==> src/rtl/assert_macros.svh <==
// ----------------------------------------------------------------------------
// assert_macros.svh
// Shared concurrent assertion macros for the packet header checker RTL.
// ----------------------------------------------------------------------------
`ifndef ASSERT_MACROS_SVH
`define ASSERT_MACROS_SVH

// Same-cycle implication, disabled while reset is asserted.
`define ASSERT_IMPLIES(label, clk, rst_n, ante, cons) \
	label: assert property (@(posedge clk) disable iff (!(rst_n)) (ante) |-> (cons)) \
		else $error("assertion failed");

// Next-cycle implication, disabled while reset is asserted.
`define ASSERT_NEXT(label, clk, rst_n, ante, cons) \
	label: assert property (@(posedge clk) disable iff (!(rst_n)) (ante) |=> (cons)) \
		else $error("assertion failed");

`endif

==> src/rtl/phcrc_pkg.sv <==
// ----------------------------------------------------------------------------
// phcrc_pkg
// Types, constants and the byte-wide CRC-16 update for the header checker.
// ----------------------------------------------------------------------------
package phcrc_pkg;

	localparam logic [15:0] CRC_START = 16'hFFFF;
	localparam logic [15:0] CRC_POLY  = 16'h1021;

	localparam logic [2:0] IDX_NONE   = 3'd0;
	localparam logic [2:0] IDX_ID     = 3'd1;
	localparam logic [2:0] IDX_LEN    = 3'd2;
	localparam logic [2:0] IDX_CRC_LO = 3'd3;
	localparam logic [2:0] IDX_CRC_HI = 3'd4;

	typedef struct packed {
		logic       header_ok;
		logic       crc_ok;
		logic [7:0] packet_id;
		logic [7:0] payload_length;
	} result_t;

	// CRC-16-CCITT, MSB first, one byte.
	function automatic logic [15:0] crc_byte(input logic [15:0] crc, input logic [7:0] b);
		logic [15:0] c;
		c = crc ^ {b, 8'h00};
		for (int k = 0; k < 8; k++) begin
			if (c[15]) begin
				c = {c[14:0], 1'b0} ^ CRC_POLY;
			end else begin
				c = {c[14:0], 1'b0};
			end
		end
		return c;
	endfunction

endpackage

==> src/rtl/phcrc_core.sv <==
// ----------------------------------------------------------------------------
// phcrc_core
// Packet state: header capture, LRC check and running payload CRC.
// ----------------------------------------------------------------------------
module phcrc_core (
	input  logic               clk,
	input  logic               arst_n,
	input  logic               in_fire,
	input  logic [7:0]         data_byte,
	input  logic               start_req,
	output logic               res_valid,
	output phcrc_pkg::result_t res
);
	import phcrc_pkg::*;

	typedef enum logic [1:0] {
		PH_IDLE    = 2'd0,
		PH_HEADER  = 2'd1,
		PH_PAYLOAD = 2'd2
	} phase_t;

	phase_t      phase_q, phase_d;
	logic [2:0]  idx_q, idx_d;
	logic [7:0]  lrc_q, lrc_d;
	logic [7:0]  sum_q, sum_d;
	logic [7:0]  id_q, id_d;
	logic [7:0]  len_q, len_d;
	logic [15:0] exp_q, exp_d;
	logic [15:0] crc_q, crc_d;
	logic [7:0]  cnt_q, cnt_d;
	logic [7:0]  lrc_calc;

	always_comb begin
		phase_d   = phase_q;
		idx_d     = idx_q;
		lrc_d     = lrc_q;
		sum_d     = sum_q;
		id_d      = id_q;
		len_d     = len_q;
		exp_d     = exp_q;
		crc_d     = crc_q;
		cnt_d     = cnt_q;
		lrc_calc  = 8'd0;
		res_valid = 1'b0;
		res       = '{header_ok: 1'b0, crc_ok: 1'b0, packet_id: id_q, payload_length: len_q};
		if (start_req) begin
			lrc_d   = data_byte;
			sum_d   = 8'd0;
			idx_d   = IDX_ID;
			phase_d = PH_HEADER;
		end else begin
			unique case (phase_q)
				PH_HEADER: begin
					sum_d = sum_q + data_byte;
					case (idx_q)
						IDX_ID: begin
							id_d  = data_byte;
							idx_d = IDX_LEN;
						end
						IDX_LEN: begin
							len_d = data_byte;
							idx_d = IDX_CRC_LO;
						end
						IDX_CRC_LO: begin
							exp_d = {exp_q[15:8], data_byte};
							idx_d = IDX_CRC_HI;
						end
						default: begin
							exp_d    = {data_byte, exp_q[7:0]};
							idx_d    = IDX_NONE;
							lrc_calc = 8'd0 - sum_d;
							if ((lrc_calc != lrc_q) || (len_q == 8'd0)) begin
								phase_d   = PH_IDLE;
								res_valid = 1'b1;
							end else begin
								crc_d   = CRC_START;
								cnt_d   = 8'd0;
								phase_d = PH_PAYLOAD;
							end
						end
					endcase
				end
				PH_PAYLOAD: begin
					crc_d = crc_byte(crc_q, data_byte);
					cnt_d = cnt_q + 8'd1;
					if (cnt_d == len_q) begin
						phase_d       = PH_IDLE;
						res_valid     = 1'b1;
						res.header_ok = 1'b1;
						res.crc_ok    = (crc_d == exp_q);
					end
				end
				default: begin
					phase_d = phase_q;
				end
			endcase
		end
		res_valid = res_valid & in_fire;
	end

	always_ff @(posedge clk or negedge arst_n) begin
		if (!arst_n) begin
			phase_q <= PH_IDLE;
			idx_q   <= IDX_NONE;
			lrc_q   <= 8'd0;
			sum_q   <= 8'd0;
			id_q    <= 8'd0;
			len_q   <= 8'd0;
			exp_q   <= 16'd0;
			crc_q   <= CRC_START;
			cnt_q   <= 8'd0;
		end else if (in_fire) begin
			phase_q <= phase_d;
			idx_q   <= idx_d;
			lrc_q   <= lrc_d;
			sum_q   <= sum_d;
			id_q    <= id_d;
			len_q   <= len_d;
			exp_q   <= exp_d;
			crc_q   <= crc_d;
			cnt_q   <= cnt_d;
		end
	end

endmodule

==> src/rtl/phcrc_obuf.sv <==
// ----------------------------------------------------------------------------
// phcrc_obuf
// Result register with a skid stage so the input side keeps moving.
// ----------------------------------------------------------------------------
module phcrc_obuf (
	input  logic               clk,
	input  logic               arst_n,
	input  logic               push,
	input  phcrc_pkg::result_t push_res,
	output logic               can_push,
	output logic               out_valid,
	input  logic               out_ready,
	output phcrc_pkg::result_t out_res
);
	import phcrc_pkg::*;

	logic    out_valid_q;
	logic    skid_valid_q;
	result_t out_q;
	result_t skid_q;

	assign can_push  = !skid_valid_q;
	assign out_valid = out_valid_q;
	assign out_res   = out_q;

	always_ff @(posedge clk or negedge arst_n) begin
		if (!arst_n) begin
			out_valid_q  <= 1'b0;
			skid_valid_q <= 1'b0;
		end else if (out_valid_q && out_ready) begin
			if (skid_valid_q) begin
				skid_valid_q <= 1'b0;
			end else if (!push) begin
				out_valid_q <= 1'b0;
			end
		end else if (out_valid_q) begin
			if (push) begin
				skid_valid_q <= 1'b1;
			end
		end else if (push) begin
			out_valid_q <= 1'b1;
		end
	end

	always_ff @(posedge clk) begin
		if (out_valid_q && out_ready) begin
			if (skid_valid_q) begin
				out_q <= skid_q;
			end else if (push) begin
				out_q <= push_res;
			end
		end else if (out_valid_q) begin
			if (push) begin
				skid_q <= push_res;
			end
		end else if (push) begin
			out_q <= push_res;
		end
	end

endmodule

==> src/rtl/packet_header_lrc_crc16_checker_top.sv <==
// ----------------------------------------------------------------------------
// packet_header_lrc_crc16_checker_top
// Byte-stream packet checker: header LRC test and CRC-16-CCITT of the payload.
// ----------------------------------------------------------------------------
// The input channel (in_valid/in_ready) carries one stream byte per request,
// with start_req marking the LRC byte that opens a packet header. The header
// is LRC, id, length, CRC low, CRC high. The output channel (out_valid/
// out_ready) carries one result per packet: at once after a failed header,
// or after the last payload byte when the header passed.
// A byte is taken in every cycle while in_ready is high; the packet state and
// the CRC update sit between the packet state registers and the result register,
// and a result passes through the result register (or the skid entry) to out_valid.
// A result register plus one skid entry decouple the sides: in_ready drops
// only when both hold results the receiver has not taken. Reset clears the
// packet state to idle and empties both result entries.
// ----------------------------------------------------------------------------
`include "assert_macros.svh"

module packet_header_lrc_crc16_checker_top (
	input  logic       clk,
	input  logic       arst_n,
	input  logic       in_valid,
	output logic       in_ready,
	input  logic [7:0] data_byte,
	input  logic       start_req,
	output logic       out_valid,
	input  logic       out_ready,
	output logic       header_ok,
	output logic       crc_ok,
	output logic [7:0] packet_id,
	output logic [7:0] payload_length
);
	import phcrc_pkg::*;

	logic    in_fire;
	logic    res_valid;
	result_t res;
	result_t out_res;

	assign in_fire = in_valid && in_ready;

	phcrc_core u_core (
		.clk       (clk),
		.arst_n    (arst_n),
		.in_fire   (in_fire),
		.data_byte (data_byte),
		.start_req (start_req),
		.res_valid (res_valid),
		.res       (res)
	);

	phcrc_obuf u_obuf (
		.clk       (clk),
		.arst_n    (arst_n),
		.push      (res_valid),
		.push_res  (res),
		.can_push  (in_ready),
		.out_valid (out_valid),
		.out_ready (out_ready),
		.out_res   (out_res)
	);

	assign header_ok      = out_res.header_ok;
	assign crc_ok         = out_res.crc_ok;
	assign packet_id      = out_res.packet_id;
	assign payload_length = out_res.payload_length;

	`ASSERT_IMPLIES(a_stall_needs_out, clk, arst_n, !in_ready, out_valid)
	`ASSERT_NEXT(a_skid_holds, clk, arst_n, out_valid && !out_ready && !in_ready, !in_ready)
	`ASSERT_NEXT(a_fill_skid, clk, arst_n, res_valid && out_valid && !out_ready, !in_ready)
	`ASSERT_IMPLIES(a_fail_no_crc, clk, arst_n, res_valid && !res.header_ok, !res.crc_ok)

endmodule

==> config.mk <==
export PLATFORM = sky130hd
export DESIGN_NAME = packet_header_lrc_crc16_checker_top
export DESIGN_NICKNAME = d
export VERILOG_FILES = /design/src/rtl/phcrc_pkg.sv /design/src/rtl/phcrc_core.sv /design/src/rtl/phcrc_obuf.sv /design/src/rtl/packet_header_lrc_crc16_checker_top.sv
export VERILOG_INCLUDE_DIRS = /design/src /design/src/rtl
export SDC_FILE = /design/constraint.sdc
export NUM_CORES = 1
export LEC_CHECK = 0
export ABC_CLOCK_PERIOD_IN_PS = 5350
export BUFFER_PORTS_ARGS = -buffer_cell sky130_fd_sc_hd__buf_2
export CAP_MARGIN = 10
export CORE_MARGIN = 10
export CORE_UTILIZATION = 50
export CTS_CLUSTER_SIZE = 24
export DETAILED_ROUTE_END_ITERATION = 10
export PLACE_DENSITY = 0.7
export SLEW_MARGIN = 25
export SYNTH_ARGS = -nofsm -noshare
export SYNTH_HDL_FRONTEND = slang
export SYNTH_SLANG_ARGS = --single-unit
==> constraint.sdc <==
create_clock -name clk -period 5.35 [get_ports clk]
set_input_delay 0.8025 -clock clk [delete_from_list [all_inputs] [get_ports clk]]
set_output_delay 0.8025 -clock clk [all_outputs]
set_load 0.01 [all_outputs]
## Yosys cells after proc, flatten, opt, wreduce, memory -nomap -nowiden

Cells that the tools add are included.

- Bits in writable memories: 0
- ROM bits: 0
- Input port bits: 13
- Memories: 0
- Flip-flop bits (word level): 115
- Bits in latches: 0
- Word-level logic and storage cells: 136
- Output and inout bits: 20

- Multipliers: 0
- Reduce and logical (&&, ||, !) cells: 23
- Multiplexer cells: 61
- Add/sub/neg operators: 3
- Shift operators: 0
- Divide/modulo/power cells: 0
- Bitwise logic cells: 14
- Eq/ne operators: 15
- $lt $le $gt $ge: 0

Operators with widths:

| cell | count |
|---|---|
| $mux 16 | 18 |
| $mux 13 | 8 |
| $mux 18 | 4 |
| $pmux 16 s2 | 2 |
| $mux 8 | 4 |
| $not 3->3 | 8 |
| $eq 16x16->1 | 1 |
| $pmux 8 s2 | 1 |
| $xor 16x16->16 | 1 |
| $reduce_and 5->1 | 3 |
| $mux 2 | 7 |
| $mux 1 | 12 |
| $reduce_and 4->1 | 3 |
| $ne 2x2->1 const B | 5 |
| $pmux 3 s3 | 1 |
| $add 8x1->8 const B | 1 |
| $add 8x8->8 | 1 |
| $eq 8x8->1 | 1 |
| $logic_not 8->1 | 1 |
| $ne 8x8->1 | 1 |
| $reduce_and 2->1 | 4 |
| $reduce_bool 2->1 | 4 |
| $sub 1x8->8 const A | 1 |
| $eq 3x2->1 const B | 2 |
| 17 further kinds | 22 |

## Longest topological paths before layout

Gate-level depths: netlist of the first run.

- Word-level depth: 40
- Mapped depth: 13
- Mapped depth without buffers: 11

## By module

A second synthesis of the first run with hierarchy kept.

- Cell total of the unflattened synthesis: 542
- Area, all modules: 6149.6 µm²

By module, submodules not included:

| module | cells an instance | area each (µm²) | instances |
|---|---|---|---|
| phcrc_core | 431 | 4526.8 | 1 |
| phcrc_obuf | 110 | 1616.6 | 1 |
| packet_header_lrc_crc16_checker_top | 1 | 6.3 | 1 |

## Worst setup path after synthesis of the first run

No wires, ideal clock.

- Path kind: input-to-reg
- Start point: input data_byte[0]
- End point: register u_obuf.skid_q[0] (netlist bit), enable pin
- Setup slack: 1087 ps
- Stages on the path: 11
- Arrival time: 3870 ps
- Path through: ha_1 fa_1 a211oi_1 nor2_1 o221ai_1 nor3_2 xnor3_1 o311ai_0 buf_2 buf_6 nor2_1

- Cells in the longest elaborated chain, start to end: 10

RTL lines:

| what | RTL line | RTL |
|---|---|---|
| from (decl) | packet_header_lrc_crc16_checker_top.sv:24 | `input logic [7:0] data_byte,` |
| $add 8x8->8 | phcrc_core.sv:54 | `sum_d = sum_q + data_byte;` |
| $sub 1x8->8 | phcrc_core.sv:71 | `lrc_calc = 8'd0 - sum_d;` |
| $ne 8x8->1 | phcrc_core.sv:72 | `if ((lrc_calc != lrc_q) \|\| (len_q == 8'd0)) begin` |
| $logic_or 1x1->1 | phcrc_core.sv:72 |  |
| $mux 1 | phcrc_core.sv:72 |  |
| $mux 1 | phcrc_core.sv:55 | `case (idx_q)` |
| $pmux 1 s2 | phcrc_core.sv:52 | `unique case (phase_q)` |
| $mux 1 | phcrc_core.sv:46 | `if (start_req) begin` |
| $and 1x1->1 | phcrc_core.sv:98 | `res_valid = res_valid & in_fire;` |
| $reduce_and 3->1 (no source line) | n/a |  |
| to (signal assigned) | phcrc_obuf.sv:54 | `skid_q <= push_res;` |
| to (decl) | phcrc_obuf.sv:20 | `result_t skid_q;` |

No other way between the ends.
A chain may end at the register's enable or synchronous reset.

## Worst setup path after layout of the first run

- Start point: input data_byte[0]
- End point: register u_core.crc_q[0]

- Cells in the longest elaborated chain, start to end: 24

RTL lines:

| what | RTL line | RTL |
|---|---|---|
| $xor 16x16->16 | phcrc_pkg.sv:26 | `c = crc ^ {b, 8'h00};` |
| $mux 13 | phcrc_pkg.sv:28 | `if (c[15]) begin` |
| $mux 16 | phcrc_core.sv:52 |  |
| $mux 16 | phcrc_core.sv:46 |  |
| $mux 13 | phcrc_pkg.sv:28 |  |
| $mux 16 | phcrc_core.sv:52 |  |
| $mux 16 | phcrc_core.sv:46 |  |
| $mux 13 | phcrc_pkg.sv:28 |  |
| [... 8 more ...] | n/a |  |
| $mux 16 | phcrc_core.sv:52 |  |
| $mux 16 | phcrc_core.sv:46 |  |
| $mux 16 | phcrc_core.sv:52 |  |
| $mux 16 | phcrc_core.sv:46 |  |
| $mux 13 | phcrc_pkg.sv:28 |  |
| $mux 16 | phcrc_core.sv:52 |  |
| $mux 16 | phcrc_core.sv:46 |  |
| $pmux 16 s2 | phcrc_core.sv:52 |  |
| to (signal assigned) | phcrc_core.sv:120 | `crc_q <= crc_d;` |
| to (decl) | phcrc_core.sv:29 | `logic [15:0] crc_q, crc_d;` |

Several ways; a longest one is shown, not always the timed one. The select of a mux whose other input is x is not followed.

==> qor.csv, run 1 <==
stage,metric,value,unit
drt,wire per inst,18.6,µm
setup_path,CP Capture Type,flip-flop,
finish,Multi-input gate area,2750,µm²
power,sequential share of power,39.9,%
finish,Final Non-Filler Cells,681,
logic_synthesis,Mean Syn Cell Area,12.3,µm²
flow_run,max cap viols,0,
timing,max-slew violations,0,
clock_tree,Resized Gates After CTS,0,
timing,total negative setup slack,0,ns
setup_path,CP startpoint kind,primary input,
power,Total Power,3.39,mW
setup_path,worst path bufs/invs,1,
logic_synthesis,sequential share of the synthesized area,51.6,%
logic_synthesis,top-area cell type share of the netlist area,26.4,%
drt,drt initial violations,282,
power,Max VDD drop,0.309,mV
floorplan,Starting Density,51.6,%
drt,via/cell ratio,5.83,
setup_path,"Slowest-stage cell, CP",o41ai_1,
logic_synthesis,"EDFF count, synth",36,
setup_path,Critical Path Max Stage Delay,0.55,ns
clock_tree,TritonCTS clock tree,yes,
timing,Final setup viols,0,
logic_synthesis,"FF+latch count, synth",115,
setup_path,"Critical Path, Cell by Cell","buf_2, ha_1, fa_1, xor2_1, o31a_1, or4_1, a211oi_2, nand3_1, o41ai_1, nand3_1, o22a_1",
finish,register area,3080,µm²
clock_tree,# clock sinks,115,
power,clock power share,33.0,%
power,combinational share of power,27.2,%
logic_synthesis,asr flop ratio synth,68.7,%
floorplan,io pins,33,
clock_tree,"Hold-fix buffers, CTS",0,
power,NetSw,1.05,mW
finish,Filler Cell Count,898,
floorplan,die width,129,µm
finish,Nets,550,
floorplan,Die Height,129,µm
timing,post-layout min period,4.17,ns
clock_tree,total CTS buffers,17,
power,Internal Power,2.34,mW
power,sw frac,30.9,%
logic_synthesis,"Net Count, Synth",509,
logic_synthesis,Synth area leader,dfrtp_1,
logic_synthesis,Mapped Area,5970,µm²
floorplan,Die Footprint,16700,µm²
min_path,Hold WC Path Type,in2async,
finish,Final Cell Area,6880,µm²
grt,vias in the first global route,4026,
drt,vias post-DR,3968,
place,placed cell count,649,
logic_synthesis,Synth cell types,58,
grt,all-layer global routing usage,16.0,%
grt,first-pass GRT wire length,20.8,mm
grt,largest net degree at the start of global routing,80,
power,cell area power density,493,nW/µm²
clock_tree,clock-pin slew on the worst setup and hold paths,0.05,ns
logic_synthesis,Synth area leaders,"dfrtp_1, edfxtp_1, mux2_2",
logic_synthesis,most common cell in the netlist,dfrtp_1,
setup_path,CP max FO,11,
place,port bufs,32,
clock_tree,CTS Buffer Depth,2,
logic_synthesis,Ys Warns,0,
timing,clk_skew,0.00758,ns
logic_synthesis,Synth top cells by count,"dfrtp_1, mux2_2, xnor2_1",
finish,layout cell share with drive strength beyond 1,26.2,%
finish,final core utilization,59.5,%
grt,total gr overflow,0,
drt,drc violations,0,
place,HPWL after DPL,8.84,mm
drt,Routed Antenna Nets,0,
drt,"wirelength, routed",12.6,mm
finish,Layout Area Growth over Synthesis,15.2,%
finish,antenna diode instance count,0,
timing,Worst-Margin Slew,0.949,ns
timing,RSZ-0062 raised after global routing,false,
power,LEAKAGE,2.98,nW
floorplan,FP Rows,39,
clock_tree,clk root buf,clkbuf_16,
logic_synthesis,top_reg_cell synth,dfrtp_1,
timing,relative slew slack,36.7,%
grt,initial antenna violation count,0,
clock_tree,Clock Latency Late Sink,0.42,ns
clock_tree,Post-CTS Setup Repair Bufs,0,
timing,period utilisation layout,77.9,%
place,gpl congestion,0.903,
place,dpl cell area,6280,µm²
logic_synthesis,Gate Count Post-Synth,484,
drt,First-pass DRT Iterations,5,
clock_tree,CTS H-tree lvls,4,
outcome,status,completed,
setup_path,most frequent CP cell,nand3_1,
floorplan,Core ar.,11600,µm²
timing,final hold violation count,0,
timing,worst hold slack,0.395,ns
setup_path,Worst Path Required,5.69,ns
place,setup slack at placement,0.763,ns
setup_path,crit path kind,in2reg,
setup_path,Worst EP arrival,4.51,ns
timing,fmax,240,MHz
setup_path,CP top delay family,compound AO/OA/AOI/OAI gates,
timing,setup ws final,1.18,ns
==> power groups by stage <==
stage / clock network, mW / registers (mW) / logic (mW)
6_report: 1.12 / 1.35 / 0.921
2_1_floorplan: 0 / 1.34 / 0.674
5_1_grt: 1.18 / 1.39 / 1.02
3_5_place_dp: 0 / 1.37 / 0.921
3_3_place_gp: 0 / 1.35 / 0.898
4_1_cts: 1.14 / 1.35 / 0.930
==> routing by layer <==
layer  share of wire, %  up-vias  track usage (%)
li1                   -     1879                -
met1                 48     1957             20.9
met2                 45      108             24.6
met3                5.1       24             4.28
met4                2.2        0             7.22
met5                  0        -                0
==> cell usage in the layout (no fill, tap or decap), types with 4 or more instances in the layout <==
cell / count
nand2b_1: 5
nor2_1: 34
o2bb2ai_1: 5
and3_1: 7
dfrtp_1: 63
nor4_1: 5
a22o_1: 8
o22a_1: 8
a2bb2oi_2: 8
mux2_2: 40
inv_1: 16
edfxtp_1: 36
buf_2: 31
mux2i_1: 19
clkinvlp_4: 6
nor3_1: 8
xnor2_1: 40
xnor3_1: 7
a31oi_1: 4
dfstp_2: 16
nand3_1: 16
ha_1: 11
o22ai_1: 7
nand2_1: 16
a21oi_1: 20
buf_4: 6
xor2_1: 18
clkbuf_16: 17
inv_6: 4
o21ai_0: 4
==> state kept, by name (all words and copies together), names as in the netlist <==
| name | count |
|---|---|
| u_obuf.out_res | 18 |
| u_obuf.skid_q | 18 |
| u_core.crc_q | 16 |
| u_core.exp_q | 16 |
| u_core.cnt_q | 8 |
| u_core.id_q | 8 |
| u_core.len_q | 8 |
| u_core.lrc_q | 8 |
| u_core.sum_q | 8 |
| u_core.idx_q | 3 |
| u_core.phase_q | 2 |
| u_obuf.out_valid | 1 |
| u_obuf.skid_valid_q | 1 |
==> path summary, 6_finish.rpt <==
check                                          to  slack [ns]       startpoint  cells past startpoint
worst max-delay path              u_core.crc_q[0]        1.18     data_byte[0]                     11
worst min-delay path              u_core.lrc_q[3]        0.39           arst_n                      1
worst max register to register    u_core.crc_q[0]        1.37  u_core.sum_q[0]                     10
worst min register to register  u_obuf.skid_q[15]        0.47   u_core.id_q[7]                      0
max in group asynchronous         u_core.len_q[7]        4.41           arst_n                      1
min in group clk                u_obuf.skid_q[15]        0.47   u_core.id_q[7]                      0
==> logic make-up after synthesis <==
| family | share of synthesized area, % |
|---|---|
| flops | 51.6 |
| simple gates | 9.54 |
| compound gates | 11.9 |
| xor+xnor | 11.2 |
| mux | 10.7 |
| buf+inv | 2.43 |
| fa+ha+maj | 2.64 |
==> cell type report <==
type / instances / share of cell area [%]
Clock buffer: 18 / 6.39
Clock inverter: 14 / 2.24
Inverter: 16 / 0.874
Sequential cell: 115 / 44.8
Timing Repair Buffer: 38 / 3.08
Multi-Input combinational cell: 337 / 40.1
Tap cell: 143 / 2.60
==> worst register-to-register path: cells and delay by family (launching register included) <==
kind	cells	cell delay [ns]
AO/OA/AOI/OAI	4	1.47
AND/OR/NAND/NOR	3	1.13
adder cells (fa/ha/maj)	2	0.67
flip-flops	1	0.37
XOR/XNOR	1	0.25
(Power assumes the default switching activity.)
==> inputs of run 2 (changes only) <==
Settings changed: ABC_CLOCK_PERIOD_IN_PS 5350 to 3800, PLACE_DENSITY 0.7 to 0.73.
Clock period 5.35 ns to 3.8 ns, I/O delays scaled along.
==> qor.csv, run 2 (synthesis gave the netlist of run 1 again) <==
stage,metric,value,unit,change
clock_tree,Clock Latency Late Sink,0.41,ns,about the same
clock_tree,clock-pin slew on the worst setup and hold paths,0.06,ns,about the same
grt,Most Crowded Layer GR,met2,,
grt,vias in the first global route,4244,,+5.4%
setup_path,crit path to,u_obuf.out_res[7],,
drt,vias post-DR,4118,,+3.8%
place,placed cell count,683,,+5.2%
drt,First-pass DRT Iterations,5,,unchanged
place,setup slack at placement,-0.323,ns,-1.09 ns
place,dpl cell area,6560,µm²,+4.5%
finish,antenna diode instance count,0,,unchanged
finish,Layout Area Growth over Synthesis,20.6,%,
clock_tree,clk root buf,clkbuf_16,,
drt,via/cell ratio,5.74,,-1.4%
clock_tree,TritonCTS clock tree,yes,,
setup_path,Worst Path Required,3.95,ns,-1.74 ns
finish,register area,3080,µm²,unchanged
outcome,status,completed,,
place,port bufs,32,,unchanged
grt,first-pass GRT wire length,21.8,mm,+5.0%
grt,initial antenna violation count,0,,unchanged
finish,Multi-input gate area,2800,µm²,+1.8%
finish,layout cell share with drive strength beyond 1,31.7,%,+5.5 points
timing,final hold violation count,0,,unchanged
clock_tree,"Hold-fix buffers, CTS",0,,unchanged
grt,largest net degree at the start of global routing,80,,unchanged
floorplan,io pins,33,,unchanged
timing,Worst-Margin Slew,0.936,ns,-0.0133 ns
finish,Nets,586,,+6.5%
clock_tree,total CTS buffers,17,,unchanged
place,gpl congestion,0.915,,+1.4%
power,Max VDD drop,0.440,mV,+42%
timing,period utilisation layout,94.9,%,
timing,setup ws final,0.194,ns,-0.987 ns
timing,clk_skew,0.00570,ns,-0.00188 ns
setup_path,R2R Path Start,u_core.sum_q[0],,
place,HPWL after DPL,9.37,mm,+6.0%
power,Total Power,4.81,mW,+42%
grt,all-layer global routing usage,16.7,%,+0.63 points
clock_tree,CTS H-tree lvls,4,,unchanged
finish,"commonest non-fill, non-tap cell in the layout",dfrtp_1,,
finish,final core utilization,62.2,%,+2.8 points
setup_path,"setup slack, reg-to-reg",0.19,ns,-1.18 ns
drt,drc violations,0,,unchanged
timing,relative slew slack,37.6,%,+0.82 points
setup_path,worst r2r dst,u_obuf.out_res[7],,
power,cell area power density,668,nW/µm²,+35%
grt,routing usage on met2,27.3,%,+2.6 points
finish,Filler Cell Count,884,,-1.6%
drt,drt initial violations,322,,+14%
floorplan,Core ar.,11600,µm²,unchanged
setup_path,R2R depth,11,,+1
floorplan,die width,129,µm,unchanged
setup_path,Worst EP arrival,3.75,ns,-0.76 ns
floorplan,Die Footprint,16700,µm²,unchanged
timing,post-layout min period,3.61,ns,
setup_path,CP Launch Point,u_core.sum_q[0],,
finish,most frequent cells in the layout,"dfrtp_1, xnor2_1, mux2_2, buf_4, edfxtp_1",,
floorplan,Starting Density,51.6,%,unchanged
grt,met3 usage,4.04,%,-0.24 points
setup_path,CP startpoint kind,flip-flop,,
power,LEAKAGE,3.16,nW,+5.7%
clock_tree,CTS Buffer Depth,2,,unchanged
finish,Final Cell Area,7200,µm²,+4.7%
drt,"wirelength, routed",13.5,mm,+6.6%
finish,Final Non-Filler Cells,717,,+5.3%
floorplan,FP Rows,39,,unchanged
setup_path,CP Capture Type,flip-flop,,
floorplan,Die Height,129,µm,unchanged
timing,max-slew violations,0,,unchanged
timing,fmax,277,MHz,
grt,total gr overflow,0,,unchanged
flow_run,max cap viols,0,,unchanged
min_path,Hold WC Path Type,in2async,,
clock_tree,Resized Gates After CTS,0,,unchanged
drt,Routed Antenna Nets,0,,unchanged
timing,Final setup viols,0,,unchanged
drt,wire per inst,18.8,µm,+1.3%
clock_tree,# clock sinks,115,,unchanged
grt,met1 usage,21.1,%,+0.21 points
setup_path,crit path kind,reg2reg,,
clock_tree,Post-CTS Setup Repair Bufs,0,,unchanged
setup_path,CP max FO,8,,-3
-- run 2: area by class of cell --
class                           count  area share [%]
Inverter                           16           0.834
Clock buffer                       18            5.96
Tap cell                          143            2.49
Timing Repair Buffer               74            7.39
Sequential cell                   115            42.8
Multi-Input combinational cell    337            38.9
Clock inverter                     14            1.62
-- run 2: how the worst min path moves through the flow --
stage,endpoint,slack (ns),depth (start not counted)
finish,u_core.sum_q[2],0.21,1
global route,u_core.lrc_q[4],0.25,1
CTS,u_obuf.skid_valid_q,0.35,2
detailed placement,u_obuf.skid_q[13],0.47,0
global placement,u_obuf.skid_q[13],0.45,0
floorplan,u_core.cnt_q[0],0.27,0
-- run 2: metal layers --
metal  share of wire (%)  up-vias
met5                   0        -
met4                 1.1        0
met3                 5.4       15
met2                  49      102
met1                  44     2046
li1                    -     1955
-- run 2: stage by stage --
stage | hold WS, ns | TNS (ns)
2_1_floorplan | 0.274 | 0
3_3_place_gp | 0.452 | -6.32
3_5_place_dp | 0.469 | -11.40
4_1_cts | 0.352 | 0
5_1_grt | 0.246 | -0.0563
6_report | 0.207 | 0
-- run 2: power by group --
| part | total, mW | switching, mW | internal [mW] | leakage [nW] |
|---|---|---|---|---|
| Sequential | 1.91 | 0.255 | 1.65 | 1.34 |
| Combinational | 1.45 | 0.684 | 0.762 | 1.56 |
| Clock | 1.45 | 0.564 | 0.889 | 0.253 |
-- run 2: worst max-delay path, cell delays in order, from the launching register on --
cell	delay (ns)
dfrtp_1	0.37
ha_1	0.22
fa_2	0.41
xor2_2	0.21
o31a_1	0.27
or4_1	0.49
a211oi_2	0.25
o2111ai_2	0.17
o311ai_4	0.44
buf_6	0.22
mux2i_1	0.21
a21oi_1	0.08
==> inputs of run 3 (changes only) <==
Settings changed: CELL_PAD_IN_SITES_DETAIL_PLACEMENT from default to 1, CELL_PAD_IN_SITES_GLOBAL_PLACEMENT from default to 2, CORE_UTILIZATION 50 to 38, PLACE_DENSITY 0.73 to 0.78.
==> qor.csv, run 3 (synthesis gave the netlist of run 1 again) <==
stage,metric,value,unit,change
outcome,status,completed,,
drt,drc violations,0,,unchanged
timing,final hold violation count,0,,unchanged
finish,final core utilization,47.6,%,-15 points
grt,all-layer global routing usage,14.5,%,-2.2 points
floorplan,Core ar.,15300,µm²,+32%
setup_path,crit path kind,reg2reg,,
timing,clk_skew,0.00860,ns,+0.00290 ns
grt,first-pass GRT wire length,24.4,mm,+12%
setup_path,CP Capture Type,flip-flop,,
grt,vias in the first global route,4496,,+5.9%
place,HPWL after DPL,10.6,mm,+14%
setup_path,"setup slack, reg-to-reg",0.16,ns,-0.03 ns
timing,Worst-Margin Slew,0.970,ns,+0.0342 ns
grt,initial antenna violation count,0,,unchanged
drt,First-pass DRT Iterations,4,,-1
clock_tree,"Hold-fix buffers, CTS",0,,unchanged
clock_tree,# clock sinks,115,,unchanged
power,sw frac,31.2,%,-0.13 points
power,LEAKAGE,3.16,nW,+0.29%
power,Internal Power,3.40,mW,+3.1%
place,dpl cell area,6650,µm²,+1.3%
power,cell area power density,679,nW/µm²,+1.6%
timing,Final setup viols,0,,unchanged
flow_run,max cap viols,0,,unchanged
finish,antenna diode instance count,0,,unchanged
place,gpl congestion,0.793,,-13%
setup_path,Worst Path Required,3.96,ns,about the same
clock_tree,Clock Latency Late Sink,0.42,ns,about the same
setup_path,crit path to,u_obuf.out_res[0],,
floorplan,Starting Density,39.0,%,-13 points
grt,largest net degree at the start of global routing,80,,unchanged
clock_tree,CTS H-tree lvls,4,,unchanged
timing,worst hold slack,0.199,ns,-0.00804 ns
grt,total gr overflow,0,,unchanged
power,Max VDD drop,0.370,mV,-16%
timing,relative slew slack,34.9,%,-2.6 points
timing,total negative setup slack,0,ns,unchanged
timing,period utilisation layout,95.8,%,+0.88 points
floorplan,Die Height,145,µm,+12%
timing,post-layout min period,3.64,ns,+0.0334 ns
finish,Layout Area Growth over Synthesis,22.0,%,
timing,max-slew violations,0,,unchanged
drt,vias post-DR,4157,,+0.95%
timing,fmax,275,MHz,-0.92%
clock_tree,clk root buf,clkbuf_16,,
drt,via/cell ratio,5.30,,-7.7%
setup_path,worst r2r dst,u_obuf.out_res[0],,
setup_path,Worst EP arrival,3.80,ns,+0.05 ns
finish,most frequent cells in the layout,"dfrtp_1, xnor2_1, mux2_2, buf_4, edfxtp_1",,
floorplan,io pins,33,,unchanged
setup_path,CP startpoint kind,flip-flop,,
power,sequential share of power,38.8,%,-0.9 points
min_path,Hold WC Path Type,in2async,,
clock_tree,TritonCTS clock tree,yes,,
finish,Final Cell Area,7290,µm²,+1.2%
place,port bufs,32,,unchanged
setup_path,R2R Path Start,u_core.sum_q[0],,
clock_tree,CTS Buffer Depth,2,,unchanged
drt,"wirelength, routed",15.3,mm,+14%
finish,Nets,586,,unchanged
setup_path,CP Launch Point,u_core.sum_q[0],,
drt,drt initial violations,237,,-26%
drt,Routed Antenna Nets,0,,unchanged
finish,layout cell share with drive strength beyond 1,30.9,%,-0.82 points
setup_path,R2R depth,11,,unchanged
clock_tree,clock-pin slew on the worst setup and hold paths,0.05,ns,about the same
floorplan,Die Footprint,21100,µm²,+26%
floorplan,FP Rows,45,,+15%
power,clock power share,30.7,%,+0.5 points
clock_tree,total CTS buffers,17,,unchanged
drt,wire per inst,19.5,µm,+3.9%
power,NetSw,1.54,mW,+2.4%
floorplan,die width,145,µm,+12%
setup_path,CP max FO,5,,-3
finish,"commonest non-fill, non-tap cell in the layout",dfrtp_1,,
power,combinational share of power,30.5,%,+0.4 points
## run 3: what timing repair did
action	in CTS	in global routing
setup endpoints to repair	11	40
gates cloned	0	1
pin swaps	1	2
resized for setup	4	10
setup buffers	0	1
## run 3: power by group through the flow
stage / combinational (mW) / clock, mW / sequential [mW]
4_1_cts: 1.49 / 1.55 / 1.92
2_1_floorplan: 0.949 / 0 / 1.89
3_3_place_gp: 1.41 / 0 / 1.91
6_report: 1.51 / 1.52 / 1.92
5_1_grt: 1.66 / 1.61 / 1.96
3_5_place_dp: 1.45 / 0 / 1.93
## run 3: area by class of cell
| type | count | area, µm² |
|---|---|---|
| Tap cell | 211 | 264 |
| Multi-Input combinational cell | 337 | 2810 |
| Fill cell | 1621 | 8030 |
| Sequential cell | 115 | 3080 |
| Timing Repair Buffer | 74 | 514 |
| Inverter | 16 | 60.1 |
| Clock inverter | 6 | 81.3 |
| Clock buffer | 25 | 475 |
## run 3: worst max-delay path: stages (launching register included)
cell and delay [ns]:
dfrtp_1 0.38, ha_1 0.23, fa_2 0.40, xor2_1 0.19, o31a_1 0.27, or4_1 0.54, a211oi_4 0.28, o2111ai_2 0.18
o311ai_4 0.39, buf_4 0.23, mux2i_1 0.19, a21oi_1 0.08
## run 3: worst min-delay path by stage
stage,depth (start not counted),slack [ns],to,start
final,1,0.20,u_core.sum_q[1],arst_n
after global routing,1,0.24,u_core.sum_q[1],arst_n
after CTS,2,0.33,u_obuf.skid_valid_q,out_ready
after detailed placement,0,0.47,u_obuf.skid_q[9],u_core.id_q[1]
after global placement,0,0.46,u_obuf.skid_q[12],u_core.id_q[4]
after floorplan,0,0.27,u_core.cnt_q[0],arst_n
## run 3: metal layers
layer / wire length (µm) / share of wire [%] / vias to the layer above / global-route usage, %
met1: 7160 / 47 / 2127 / 18.2
met3: 495 / 3.2 / 21 / 3.85
met5: 0 / 0 / - / 0
met4: 287 / 1.9 / 0 / 5.71
met2: 7360 / 48 / 63 / 23.3
li1: - / - / 1946 / -
## run 3: per-stage QoR
stage	instances	setup WS, ns	power, mW
2_1_floorplan	484	0.00413	2.84
3_3_place_gp	751	-0.258	3.31
3_5_place_dp	751	-0.321	3.39
5_1_grt	784	-0.0296	5.22
4_1_cts	782	-0.00127	4.95
6_report	784	0.161	4.94
